<file path="config.mk">
export PLATFORM = sky130hd
export DESIGN_NAME = turbidity_average_linearize_unit_flat
export DESIGN_NICKNAME = d
export VERILOG_FILES = /design/src/tal_pkg.sv /design/src/tal_sample_if.sv /design/src/tal_result_if.sv /design/src/tal_serial_mul.sv /design/src/tal_serial_div.sv /design/src/turbidity_average_linearize_unit.sv /design/src/flat_wrapper.sv
export SDC_FILE = /design/constraint.sdc
export NUM_CORES = 1
export LEC_CHECK = 0
export BUFFER_PORTS_ARGS = -buffer_cell sky130_fd_sc_hd__buf_4
export CAP_MARGIN = 20
export CELL_PAD_IN_SITES_DETAIL_PLACEMENT = 0
export CELL_PAD_IN_SITES_GLOBAL_PLACEMENT = 2
export CORE_ASPECT_RATIO = 0.8
export CORE_MARGIN = 2
export CORE_UTILIZATION = 40
export DETAILED_ROUTE_END_ITERATION = 8
export PLACE_DENSITY = 0.78
export SLEW_MARGIN = 25
export SYNTH_ARGS = -nofsm -noshare
export SYNTH_HDL_FRONTEND = slang
export SYNTH_SLANG_ARGS = --single-unit
</file>
<file path="constraint.sdc">
create_clock -name clk -period 9.5 [get_ports clk]
set_input_delay 0 -clock clk [delete_from_list [all_inputs] [get_ports clk]]
set_output_delay 0 -clock clk [all_outputs]
set_load 0.01 [all_outputs]
</file>
<file path="src/tal_pkg.sv">
// Package for the turbidity averaging and linearization unit: widths, calibration table, classes.
`default_nettype none

package tal_pkg;

    // Field widths.
    localparam int SAMPLE_W = 12;
    localparam int SCALE_W  = 12;
    localparam int NTU_W    = 16;
    localparam int CLASS_W  = 3;
    localparam int MV_W     = 16;

    // Reference voltage in millivolts and the width of scale * VREF_MV.
    localparam int VREF_MV = 3300;
    localparam int K_W     = SCALE_W + $clog2(VREF_MV + 1);

    // The correction factor resets to 1.0 in Q4.8.
    localparam logic [SCALE_W-1:0] SCALE_RESET = 12'd256;

    // Calibration table: voltage points in mV and turbidity in tenths of NTU.
    localparam int TABLE_POINTS = 8;
    localparam int CAL_W        = 13;
    localparam int OFF_W        = 10;
    localparam int DN_W         = 14;
    localparam int PROD_W       = OFF_W + DN_W;

    localparam logic [CAL_W-1:0] CAL_MV [TABLE_POINTS] = '{
        13'd4100, 13'd3800, 13'd3500, 13'd3000, 13'd2500, 13'd2000, 13'd1000, 13'd0
    };
    localparam logic [NTU_W-1:0] CAL_TENTHS [TABLE_POINTS] = '{
        16'd0, 16'd2000, 16'd5000, 16'd10000, 16'd20000, 16'd30000, 16'd38000, 16'd40000
    };

    localparam logic [NTU_W-1:0] TENTHS_CLEAR = 16'd0;
    localparam logic [NTU_W-1:0] TENTHS_MAX   = 16'd40000;

    // Quality classes.
    localparam logic [CLASS_W-1:0] CLASS_EXCELLENT = 3'd0;
    localparam logic [CLASS_W-1:0] CLASS_GOOD      = 3'd1;
    localparam logic [CLASS_W-1:0] CLASS_FAIR      = 3'd2;
    localparam logic [CLASS_W-1:0] CLASS_POOR      = 3'd3;
    localparam logic [CLASS_W-1:0] CLASS_VERY_POOR = 3'd4;
    localparam logic [CLASS_W-1:0] CLASS_EXTREME   = 3'd5;

    // Upper bounds of the classes, in tenths of NTU.
    localparam logic [NTU_W-1:0] BOUND_EXCELLENT = 16'd500;
    localparam logic [NTU_W-1:0] BOUND_GOOD      = 16'd2000;
    localparam logic [NTU_W-1:0] BOUND_FAIR      = 16'd10000;
    localparam logic [NTU_W-1:0] BOUND_POOR      = 16'd25000;
    localparam logic [NTU_W-1:0] BOUND_VERY_POOR = 16'd35000;

    function automatic logic [CLASS_W-1:0] classify(input logic [NTU_W-1:0] tenths);
        logic [CLASS_W-1:0] cls;
        if (tenths < BOUND_EXCELLENT) cls = CLASS_EXCELLENT;
        else if (tenths < BOUND_GOOD) cls = CLASS_GOOD;
        else if (tenths < BOUND_FAIR) cls = CLASS_FAIR;
        else if (tenths < BOUND_POOR) cls = CLASS_POOR;
        else if (tenths < BOUND_VERY_POOR) cls = CLASS_VERY_POOR;
        else cls = CLASS_EXTREME;
        return cls;
    endfunction

endpackage

`default_nettype wire

</file>
<file path="src/tal_sample_if.sv">
// Stream interface that carries one raw converter sample per transfer.
`default_nettype none

interface tal_sample_if;
    logic                           valid;
    logic                           ready;
    logic [tal_pkg::SAMPLE_W-1:0]   adc_sample;

    modport source (output valid, output adc_sample, input ready);
    modport sink   (input valid, input adc_sample, output ready);
endinterface

`default_nettype wire

</file>
<file path="src/tal_result_if.sv">
// Stream interface that carries one turbidity result per transfer.
`default_nettype none

interface tal_result_if;
    logic                           valid;
    logic                           ready;
    logic [tal_pkg::NTU_W-1:0]      ntu_tenths;
    logic [tal_pkg::CLASS_W-1:0]    quality_class;
    logic [tal_pkg::MV_W-1:0]       sensor_mv;

    modport source (output valid, output ntu_tenths, output quality_class, output sensor_mv,
                    input ready);
    modport sink   (input valid, input ntu_tenths, input quality_class, input sensor_mv,
                    output ready);
endinterface

`default_nettype wire

</file>
<file path="src/tal_serial_mul.sv">
// Bit-serial shift-and-add multiplier, one multiplier bit per cycle.
`default_nettype none

module tal_serial_mul #(
    parameter int A_W = 16,
    parameter int B_W = 24,
    parameter int P_W = 40
) (
    input  wire logic           clk,
    input  wire logic           rst_n,
    input  wire logic           start,
    input  wire logic [A_W-1:0] a,
    input  wire logic [B_W-1:0] b,
    output logic                done,
    output logic [P_W-1:0]      product
);

    localparam int CNT_W = $clog2(A_W + 1);

    logic [CNT_W-1:0] cnt_reg, cnt_next;
    logic             done_reg, done_next;
    logic [A_W-1:0]   a_reg, a_next;
    logic [P_W-1:0]   b_reg, b_next;
    logic [P_W-1:0]   acc_reg, acc_next;

    always_comb
    begin
        cnt_next  = cnt_reg;
        done_next = 1'b0;
        a_next    = a_reg;
        b_next    = b_reg;
        acc_next  = acc_reg;
        if (start)
        begin
            cnt_next = CNT_W'(A_W);
            a_next   = a;
            b_next   = P_W'(b);
            acc_next = '0;
        end
        else if (cnt_reg != '0)
        begin
            if (a_reg[0])
            begin
                acc_next = acc_reg + b_reg;
            end
            a_next    = a_reg >> 1;
            b_next    = b_reg << 1;
            cnt_next  = cnt_reg - CNT_W'(1);
            done_next = (cnt_reg == CNT_W'(1));
        end
    end

    always_ff @(posedge clk or negedge rst_n)
    begin
        if (!rst_n)
        begin
            cnt_reg  <= '0;
            done_reg <= 1'b0;
        end
        else
        begin
            cnt_reg  <= cnt_next;
            done_reg <= done_next;
        end
    end

    always_ff @(posedge clk)
    begin
        a_reg   <= a_next;
        b_reg   <= b_next;
        acc_reg <= acc_next;
    end

    assign done    = done_reg;
    assign product = acc_reg;

endmodule

`default_nettype wire

</file>
<file path="src/tal_serial_div.sv">
// Restoring divider that produces one quotient bit per cycle, with an overflow flag.
`default_nettype none

module tal_serial_div #(
    parameter int N_W = 40,
    parameter int D_W = 24,
    parameter int Q_W = 16
) (
    input  wire logic           clk,
    input  wire logic           rst_n,
    input  wire logic           start,
    input  wire logic [N_W-1:0] num,
    input  wire logic [D_W-1:0] den,
    output logic                done,
    output logic [Q_W-1:0]      quotient,
    output logic                overflow
);

    localparam int CNT_W = $clog2(N_W + 1);

    logic [CNT_W-1:0] cnt_reg, cnt_next;
    logic             done_reg, done_next;
    logic [N_W-1:0]   num_reg, num_next;
    logic [D_W-1:0]   den_reg, den_next;
    logic [D_W-1:0]   rem_reg, rem_next;
    logic [Q_W-1:0]   quo_reg, quo_next;
    logic             ovf_reg, ovf_next;
    logic [D_W:0]     trial;
    logic [D_W:0]     diff;
    logic             fits;

    always_comb
    begin
        trial = {rem_reg, num_reg[N_W-1]};
        diff  = trial - {1'b0, den_reg};
        fits  = (trial >= {1'b0, den_reg});

        cnt_next  = cnt_reg;
        done_next = 1'b0;
        num_next  = num_reg;
        den_next  = den_reg;
        rem_next  = rem_reg;
        quo_next  = quo_reg;
        ovf_next  = ovf_reg;
        if (start)
        begin
            cnt_next = CNT_W'(N_W);
            num_next = num;
            den_next = den;
            rem_next = '0;
            quo_next = '0;
            ovf_next = 1'b0;
        end
        else if (cnt_reg != '0)
        begin
            // A quotient bit that leaves the top of the register marks overflow.
            rem_next  = fits ? diff[D_W-1:0] : trial[D_W-1:0];
            quo_next  = {quo_reg[Q_W-2:0], fits};
            ovf_next  = ovf_reg | quo_reg[Q_W-1];
            num_next  = num_reg << 1;
            cnt_next  = cnt_reg - CNT_W'(1);
            done_next = (cnt_reg == CNT_W'(1));
        end
    end

    always_ff @(posedge clk or negedge rst_n)
    begin
        if (!rst_n)
        begin
            cnt_reg  <= '0;
            done_reg <= 1'b0;
        end
        else
        begin
            cnt_reg  <= cnt_next;
            done_reg <= done_next;
        end
    end

    always_ff @(posedge clk)
    begin
        num_reg <= num_next;
        den_reg <= den_next;
        rem_reg <= rem_next;
        quo_reg <= quo_next;
        ovf_reg <= ovf_next;
    end

    assign done     = done_reg;
    assign quotient = quo_reg;
    assign overflow = ovf_reg;

endmodule

`default_nettype wire

</file>
<file path="src/turbidity_average_linearize_unit.sv">
// Top level of the turbidity averaging and linearization unit.
// Samples that do not close a group are taken one per cycle and only add into the sum.
// The sample that closes a group starts a result that is worked out by the bit-serial
// multiplier and the bit-serial divider, which runs twice unless the voltage is clamped;
// no sample is taken until the result has been loaded into the output register.
// Reset clears the sum, the count and the pending result, and sets the scale to 1.0.
`default_nettype none

module turbidity_average_linearize_unit #(
    parameter int SAMPLES  = 10
) (
    input  wire logic                           clk,
    input  wire logic                           rst_n,
    input  wire logic                           cfg_write_en,
    input  wire logic [tal_pkg::SCALE_W-1:0]    cfg_write_data,
    tal_sample_if.sink                          sample,
    tal_result_if.source                        result
);

    // The sum of a full group of 12-bit samples sets the accumulator width. The numerator
    // of the millivolt conversion is sum * scale * 3300, and the divisor is the constant
    // SAMPLES * ADC_MAX * 256, where ADC_MAX is the full scale of the sample field.
    localparam int          K_W     = tal_pkg::K_W;
    localparam int          MV_W    = tal_pkg::MV_W;
    localparam int          NTU_W   = tal_pkg::NTU_W;
    localparam int          PROD_W  = tal_pkg::PROD_W;
    localparam int          OFF_W   = tal_pkg::OFF_W;
    localparam int          DN_W    = tal_pkg::DN_W;
    localparam int          CAL_W   = tal_pkg::CAL_W;
    localparam logic [63:0] SUM_MAX = 64'(SAMPLES) * ((64'd1 << tal_pkg::SAMPLE_W) - 64'd1);
    localparam int          SUM_W   = $clog2(SUM_MAX + 64'd1);
    localparam logic [63:0] DEN     = 64'(SAMPLES) * ((64'd1 << tal_pkg::SAMPLE_W) - 64'd1)
                                      * 64'd256;
    localparam int          DIV_W   = $clog2(DEN + 64'd1);
    localparam int          NUM_W   = SUM_W + K_W;
    localparam int          CNT_W   = $clog2(SAMPLES + 1);

    // Sequencer states.
    localparam logic [2:0] ST_IDLE    = 3'd0;
    localparam logic [2:0] ST_MUL     = 3'd1;
    localparam logic [2:0] ST_DIV_MV  = 3'd2;
    localparam logic [2:0] ST_SEG     = 3'd3;
    localparam logic [2:0] ST_DIV_NTU = 3'd4;
    localparam logic [2:0] ST_FINISH  = 3'd5;

    logic [2:0]                     state_reg, state_next;
    logic [tal_pkg::SCALE_W-1:0]    scale_reg, scale_next;
    logic [SUM_W-1:0]               sum_reg, sum_next;
    logic [CNT_W-1:0]               count_reg, count_next;
    logic [MV_W-1:0]                mv_reg, mv_next;
    logic [NTU_W-1:0]               base_reg, base_next;
    logic [NTU_W-1:0]               tenths_reg, tenths_next;
    logic                           res_valid_reg, res_valid_next;
    logic [NTU_W-1:0]               res_tenths_reg, res_tenths_next;
    logic [tal_pkg::CLASS_W-1:0]    res_class_reg, res_class_next;
    logic [MV_W-1:0]                res_mv_reg, res_mv_next;

    logic                           sample_xfer;
    logic [SUM_W-1:0]               sum_new;
    logic                           mul_start;
    logic [K_W-1:0]                 mul_k;
    logic                           mul_done;
    logic [NUM_W-1:0]               mul_product;
    logic                           div_start;
    logic [NUM_W-1:0]               div_num;
    logic [DIV_W-1:0]               div_den;
    logic                           div_done;
    logic [MV_W-1:0]                div_quo;
    logic                           div_ovf;

    logic [CAL_W-1:0]               seg_hi;
    logic [CAL_W-1:0]               seg_lo;
    logic [NTU_W-1:0]               seg_base;
    logic [DN_W-1:0]                seg_dn;
    logic [OFF_W-1:0]               seg_off;
    logic [PROD_W-1:0]              seg_prod;
    logic                           seg_found;

    // Samples are taken only while the sequencer waits for the next group. A finished result
    // waiting in the output register does not hold off new samples.
    assign sample.ready = (state_reg == ST_IDLE);
    assign sample_xfer  = sample.valid && sample.ready;
    assign sum_new      = sum_reg + SUM_W'(sample.adc_sample);

    // The scale times the reference voltage is the multiplicand of the serial multiplier.
    assign mul_k     = K_W'(scale_reg) * K_W'(tal_pkg::VREF_MV);
    assign mul_start = sample_xfer && (count_reg == CNT_W'(SAMPLES - 1));

    // Segment search: the first segment whose lower point is at or below the voltage. A
    // voltage that lands exactly on a table point therefore uses the segment above it.
    always_comb
    begin
        seg_found = 1'b0;
        seg_hi    = tal_pkg::CAL_MV[0];
        seg_lo    = tal_pkg::CAL_MV[1];
        seg_base  = tal_pkg::CAL_TENTHS[0];
        seg_dn    = DN_W'(tal_pkg::CAL_TENTHS[1] - tal_pkg::CAL_TENTHS[0]);
        for (int i = 0; i < tal_pkg::TABLE_POINTS - 1; i++)
        begin
            if (!seg_found && (mv_reg >= MV_W'(tal_pkg::CAL_MV[i + 1])))
            begin
                seg_found = 1'b1;
                seg_hi    = tal_pkg::CAL_MV[i];
                seg_lo    = tal_pkg::CAL_MV[i + 1];
                seg_base  = tal_pkg::CAL_TENTHS[i];
                seg_dn    = DN_W'(tal_pkg::CAL_TENTHS[i + 1] - tal_pkg::CAL_TENTHS[i]);
            end
        end
        // The offset into a segment never exceeds its span of at most 1000 mV.
        seg_off  = OFF_W'(MV_W'(seg_hi) - mv_reg);
        seg_prod = PROD_W'(seg_off) * PROD_W'(seg_dn);
    end

    // The divider is shared: first the millivolt conversion, then the interpolation step.
    always_comb
    begin
        if (state_reg == ST_MUL)
        begin
            div_num = mul_product;
            div_den = DIV_W'(DEN);
        end
        else
        begin
            div_num = NUM_W'(seg_prod);
            div_den = DIV_W'(seg_hi - seg_lo);
        end
    end

    always_comb
    begin
        state_next      = state_reg;
        scale_next      = scale_reg;
        sum_next        = sum_reg;
        count_next      = count_reg;
        mv_next         = mv_reg;
        base_next       = base_reg;
        tenths_next     = tenths_reg;
        res_valid_next  = res_valid_reg;
        res_tenths_next = res_tenths_reg;
        res_class_next  = res_class_reg;
        res_mv_next     = res_mv_reg;
        div_start       = 1'b0;

        if (cfg_write_en)
        begin
            scale_next = cfg_write_data;
        end

        // The pending result leaves on its transfer; a new one may be loaded below.
        if (result.ready)
        begin
            res_valid_next = 1'b0;
        end

        unique case (state_reg)
            ST_IDLE:
            begin
                if (sample_xfer)
                begin
                    if (mul_start)
                    begin
                        // The closing sample hands the full sum to the multiplier.
                        sum_next   = '0;
                        count_next = '0;
                        state_next = ST_MUL;
                    end
                    else
                    begin
                        sum_next   = sum_new;
                        count_next = count_reg + CNT_W'(1);
                    end
                end
            end
            ST_MUL:
            begin
                if (mul_done)
                begin
                    div_start  = 1'b1;
                    state_next = ST_DIV_MV;
                end
            end
            ST_DIV_MV:
            begin
                if (div_done)
                begin
                    // Any quotient bit above 16 bits saturates the voltage.
                    mv_next    = div_ovf ? '1 : div_quo;
                    state_next = ST_SEG;
                end
            end
            ST_SEG:
            begin
                if (mv_reg >= MV_W'(tal_pkg::CAL_MV[0]))
                begin
                    // Clear water: at or above the top table point.
                    tenths_next = tal_pkg::TENTHS_CLEAR;
                    state_next  = ST_FINISH;
                end
                else if (mv_reg == '0)
                begin
                    // Zero voltage reads as the top of the scale.
                    tenths_next = tal_pkg::TENTHS_MAX;
                    state_next  = ST_FINISH;
                end
                else
                begin
                    base_next  = seg_base;
                    div_start  = 1'b1;
                    state_next = ST_DIV_NTU;
                end
            end
            ST_DIV_NTU:
            begin
                if (div_done)
                begin
                    tenths_next = base_reg + div_quo;
                    state_next  = ST_FINISH;
                end
            end
            ST_FINISH:
            begin
                // Wait until the output register is free or being emptied this cycle.
                if (!res_valid_reg || result.ready)
                begin
                    res_valid_next  = 1'b1;
                    res_tenths_next = tenths_reg;
                    res_class_next  = tal_pkg::classify(tenths_reg);
                    res_mv_next     = mv_reg;
                    state_next      = ST_IDLE;
                end
            end
            default:
            begin
                state_next = ST_IDLE;
            end
        endcase
    end

    always_ff @(posedge clk or negedge rst_n)
    begin
        if (!rst_n)
        begin
            state_reg     <= ST_IDLE;
            scale_reg     <= tal_pkg::SCALE_RESET;
            sum_reg       <= '0;
            count_reg     <= '0;
            res_valid_reg <= 1'b0;
        end
        else
        begin
            state_reg     <= state_next;
            scale_reg     <= scale_next;
            sum_reg       <= sum_next;
            count_reg     <= count_next;
            res_valid_reg <= res_valid_next;
        end
    end

    always_ff @(posedge clk)
    begin
        mv_reg         <= mv_next;
        base_reg       <= base_next;
        tenths_reg     <= tenths_next;
        res_tenths_reg <= res_tenths_next;
        res_class_reg  <= res_class_next;
        res_mv_reg     <= res_mv_next;
    end

    tal_serial_mul #(
        .A_W (SUM_W),
        .B_W (K_W),
        .P_W (NUM_W)
    ) u_mul (
        .clk     (clk),
        .rst_n   (rst_n),
        .start   (mul_start),
        .a       (sum_new),
        .b       (mul_k),
        .done    (mul_done),
        .product (mul_product)
    );

    tal_serial_div #(
        .N_W (NUM_W),
        .D_W (DIV_W),
        .Q_W (MV_W)
    ) u_div (
        .clk      (clk),
        .rst_n    (rst_n),
        .start    (div_start),
        .num      (div_num),
        .den      (div_den),
        .done     (div_done),
        .quotient (div_quo),
        .overflow (div_ovf)
    );

    assign result.valid         = res_valid_reg;
    assign result.ntu_tenths    = res_tenths_reg;
    assign result.quality_class = res_class_reg;
    assign result.sensor_mv     = res_mv_reg;

`ifndef SYNTHESIS
    // The multiplier finishes only while the sequencer waits for it.
    assert property (@(posedge clk) disable iff (!rst_n)
        mul_done |-> (state_reg == ST_MUL))
        else $error("multiplier finished outside its state");

    // The divider finishes only in one of the two division states.
    assert property (@(posedge clk) disable iff (!rst_n)
        div_done |-> ((state_reg == ST_DIV_MV) || (state_reg == ST_DIV_NTU)))
        else $error("divider finished outside a division state");

    // The sample count stays below the group size.
    assert property (@(posedge clk) disable iff (!rst_n)
        count_reg <= CNT_W'(SAMPLES - 1))
        else $error("sample count beyond group size");

    // The closing sample of a group clears the sum and starts the conversion.
    assert property (@(posedge clk) disable iff (!rst_n)
        mul_start |=> ((state_reg == ST_MUL) && (sum_reg == '0) && (count_reg == '0)))
        else $error("group close did not clear the accumulator");

    // A presented result is in range and its class matches its turbidity.
    assert property (@(posedge clk) disable iff (!rst_n)
        result.valid |-> ((result.ntu_tenths <= tal_pkg::TENTHS_MAX) &&
                          (result.quality_class == tal_pkg::classify(result.ntu_tenths))))
        else $error("result out of range or misclassified");
`endif

endmodule

`default_nettype wire

</file>
<file path="src/flat_wrapper.sv">
// flat-port wrapper written by rule: the top's interface ports become plain ports
module turbidity_average_linearize_unit_flat 
#(
    parameter int SAMPLES  = 10
)
  (clk, rst_n, cfg_write_en, cfg_write_data, sample_valid, sample_adc_sample, sample_ready, result_valid, result_ntu_tenths, result_quality_class, result_sensor_mv, result_ready);
  tal_sample_if sample_i ();
  tal_result_if result_i ();
  input  wire logic clk;
  input  wire logic rst_n;
  input  wire logic cfg_write_en;
  input  wire logic [tal_pkg::SCALE_W-1:0] cfg_write_data;
  input wire logic [$bits(sample_i.valid)-1:0] sample_valid;
  input wire logic [$bits(sample_i.adc_sample)-1:0] sample_adc_sample;
  output wire logic [$bits(sample_i.ready)-1:0] sample_ready;
  output wire logic [$bits(result_i.valid)-1:0] result_valid;
  output wire logic [$bits(result_i.ntu_tenths)-1:0] result_ntu_tenths;
  output wire logic [$bits(result_i.quality_class)-1:0] result_quality_class;
  output wire logic [$bits(result_i.sensor_mv)-1:0] result_sensor_mv;
  input wire logic [$bits(result_i.ready)-1:0] result_ready;
  assign sample_i.valid = sample_valid;
  assign sample_i.adc_sample = sample_adc_sample;
  assign sample_ready = sample_i.ready;
  assign result_valid = result_i.valid;
  assign result_ntu_tenths = result_i.ntu_tenths;
  assign result_quality_class = result_i.quality_class;
  assign result_sensor_mv = result_i.sensor_mv;
  assign result_i.ready = result_ready;
  turbidity_average_linearize_unit #(.SAMPLES(SAMPLES)) u_core (.clk(clk), .rst_n(rst_n), .cfg_write_en(cfg_write_en), .cfg_write_data(cfg_write_data), .sample(sample_i), .result(result_i));
endmodule
</file>
==> results.yml <==
worst_setup_path:
  slowest_delay_ps: 620
  cp_slowest_cell: "or4_1"
  arrival_ps: 9150
  critPathKind: "reg2reg"
  r2r_cells: 33
  endpoint_kind: "flop"
  critical_path_required_ps: 9780
  crit_top_cell: "fa_1"
  r2r-end: "u_core.u_div.num_reg[22]$_DFFE_PP_"
  cp_max_fo: 7
  regToRegStartpoint: "u_core.mv_reg[12]$_SDFFCE_PP1P_"
  reg2reg_slack_ps: 630
  worst_setup_path_start_kind: "flop"
route:
  via_per_inst: 5.31
  wirelength_mm: 60.0
  drtIter0Drc: 1159
  ant_nets: 0
  wl_per_cell_um: 17.8
  route.vias.total: 17916
  drc_errors: 0
  dr.pass1.iters: 5
final_layout:
  num-nets-final: 2953
  layout_common_cells: "nand2_1, inv_1, ha_1"
  antenna_cells: 0
  area_delta_synth_final_pct: 13.0
  drive_above_1_share_pct: 8.72
  fill_cells: 5530
  stdcell_count: 3375
  final_area_um2: 26000
  final_common_cell: "nand2_1"
sta:
  relSlewSlack_pct: 17.4
  min_period_over_period_pct: 93.3
  maxClockFrequency_mhz: 113
  setup_tns_ps: 0
  whs_ps: 34.7
  worst_pin_slew_ps: 1240
  rsz0062_at_grt: "false"
  hold_viol_final: 0
  setup_ws_ps: 633
  slew_violations: 0
  setup_viol: 0
  clock_skew_ps: 15.4
  fin_crit_ps: 8870
grt:
  grt_max_degree: 55
  grt_pass1_vias: 17464
  antenna_found_initial: 0
  grt_usage_pct: 20.3
  grt_first_pass_wirelength_mm: 96.5
  grt-ovfl-total: 0
floorplan:
  ios: 66
  fp.dieH_um: 219
  die-width_um: 272
  dieArea_um2: 59500
  core_um2: 56800
  start_util_pct: 40.5
  fp-row-count: 78
power_and_ir_drop:
  peakVddDrop_v: 0.000172
  power_frac_clock_pct: 36.8
  p_sw_w: 0.00122
  p_leak_nw: 11.6
  pwr-share-seq_pct: 36.2
  p_comb_share_pct: 27.0
  power_density_nw_per_um2: 152
  sw_frac_of_total_pct: 30.9
  p_int_w: 0.00273
logic_synthesis:
  yosys_warnings: 0
  async_flop_share_pct: 15.7
  syn_nets: 2867
  synth_edf_count: 169
  yosysSeqAreaShare_pct: 35.6
  yosys_most_used_dff: "edfxtp_1"
  syn-cell-area_um2: 23000
  ys_ff_latch: 313
  synth_cell_types: 91
  syn_inst: 2499
  avgSynthCellArea_um2: 9.21
clock_network:
  cts_max_level: 2
  root_buffer: "clkbuf_16"
  ctsLongestPathBuffers: 3
  cts_made_buffers: 38
  clkLatencyLatePin_ps: 560
  numClockSinks: 313
  cts.reportedPaths.clkPinSlew_ps: 60
  cts_tree: "built"
worst_hold_path:
  hp-class: "in2async"
placement:
  placed_cell_area_um2: 24400
  dp_hpwl_mm: 44.9
  io_buffers: 65
  dpl_worst_slack_ps: 38.8
  place_inst: 3266
  gp_congestion: 0.870
job:
  drv_cap: 0
run_status:
  status: "finished clean"
==> power groups by stage <==
| stage | Clock, W | Sequential, W | Combinational [W] |
|---|---|---|---|
| finish | 0.00145 | 0.00143 | 0.00107 |
| global route | 0.00156 | 0.00143 | 0.00124 |
| CTS | 0.00150 | 0.00143 | 0.00109 |
| detailed placement | 0 | 0.00146 | 0.00105 |
| global placement | 0 | 0.00146 | 0.00106 |
| floorplan | 0 | 0.00145 | 0.000835 |
==> routing by layer <==
metal  routed length (µm)  GRT usage [%]  vias up
met2                24000           28.6      295
met3                 2610           3.02       56
met5                    0              0        -
met4                  787           3.75        0
met1                32600           32.5     8693
li1                     -              -     8872
==> what timing repair did <==
| action | CTS | global route |
|---|---|---|
| pin swaps | 0 | 1 |
| buffers inserted | 0 | 2 |
| endpoints found under the setup margin | 1 | 6 |
| hold buffers | 37 | 0 |
| resized for setup | 1 | 10 |
| endpoints found under the hold margin | 72 | 0 |
==> critical path, delay by kind of cell, from the launching register on <==
kind	cells	cell delay, ps
fa+ha+maj	7	3270
compound gates	14	2930
simple gates	5	1190
flops	1	480
buf+inv	5	370
xor+xnor	2	330
==> area by class of cell <==
cell class                      instances  area, µm²  share of cell area [%]
Timing Repair Buffer                  130       1090                    4.18
Clock inverter                         14        123                   0.471
Inverter                              245        920                    3.54
Clock buffer                           56       1100                    4.23
Tap cell                              760        951                    3.66
Multi-Input combinational cell       1857      13600                    52.4
Sequential cell                       313       8200                    31.5
==> how the worst max path moves through the flow <==
stage | cells past startpoint | slack (ps) | end | start
final | 33 | 630 | u_core.u_div.num_reg[22]$_DFFE_PP_ | u_core.mv_reg[12]$_SDFFCE_PP1P_
after global routing | 34 | 50 | u_core.u_div.num_reg[23]$_DFFE_PP_ | u_core.mv_reg[12]$_SDFFCE_PP1P_
after CTS | 34 | 120 | u_core.u_div.num_reg[19]$_DFFE_PP_ | u_core.mv_reg[12]$_SDFFCE_PP1P_
after detailed placement | 34 | 40 | u_core.u_div.num_reg[19]$_DFFE_PP_ | u_core.mv_reg[12]$_SDFFCE_PP1P_
after global placement | 34 | 190 | u_core.u_div.num_reg[19]$_DFFE_PP_ | u_core.mv_reg[12]$_SDFFCE_PP1P_
after floorplan | 37 | 870 | u_core.u_div.num_reg[19]$_DFFE_PP_ | u_core.mv_reg[3]$_SDFFCE_PP1P_
==> cells by family (layout without fill, tap and decap cells) <==
group,Yosys count,after routing,share of synthesized area (%)
xor+xnor,105,105,4.03
compound gates,615,615,16.5
flops,313,313,35.6
simple gates,773,773,15.3
mux,25,25,1.16
fa+ha+maj,339,339,21.9
buf+inv,329,445,5.45
==> Yosys cell counts, types with 22 or more instances <==
master	n	area, µm²
dfxtp_1	95	1900
ha_1	233	2920
fa_1	106	2120
clkbuf_1	69	259
a21oi_1	204	1020
or2_2	27	169
nand3_1	35	175
nor3_1	43	215
a31oi_1	22	138
xnor2_1	69	604
a21o_1	35	263
a211oi_1	23	173
nor2_1	179	672
inv_1	241	905
and3_1	25	156
dfrtp_1	48	1200
edfxtp_1	169	5070
xor2_1	35	307
nand2_1	342	1280
o21bai_1	26	195
o21ai_0	165	826
and2_1	24	150
==> per-stage QoR <==
stage,util [%],power [W]
after global placement,42.8,0.00252
after CTS,45.7,0.00402
after global routing,45.8,0.00423
final,45.8,0.00395
after detailed placement,42.9,0.00251
after floorplan,-,0.00229
Note: power is estimated with default switching activity, not from simulation.
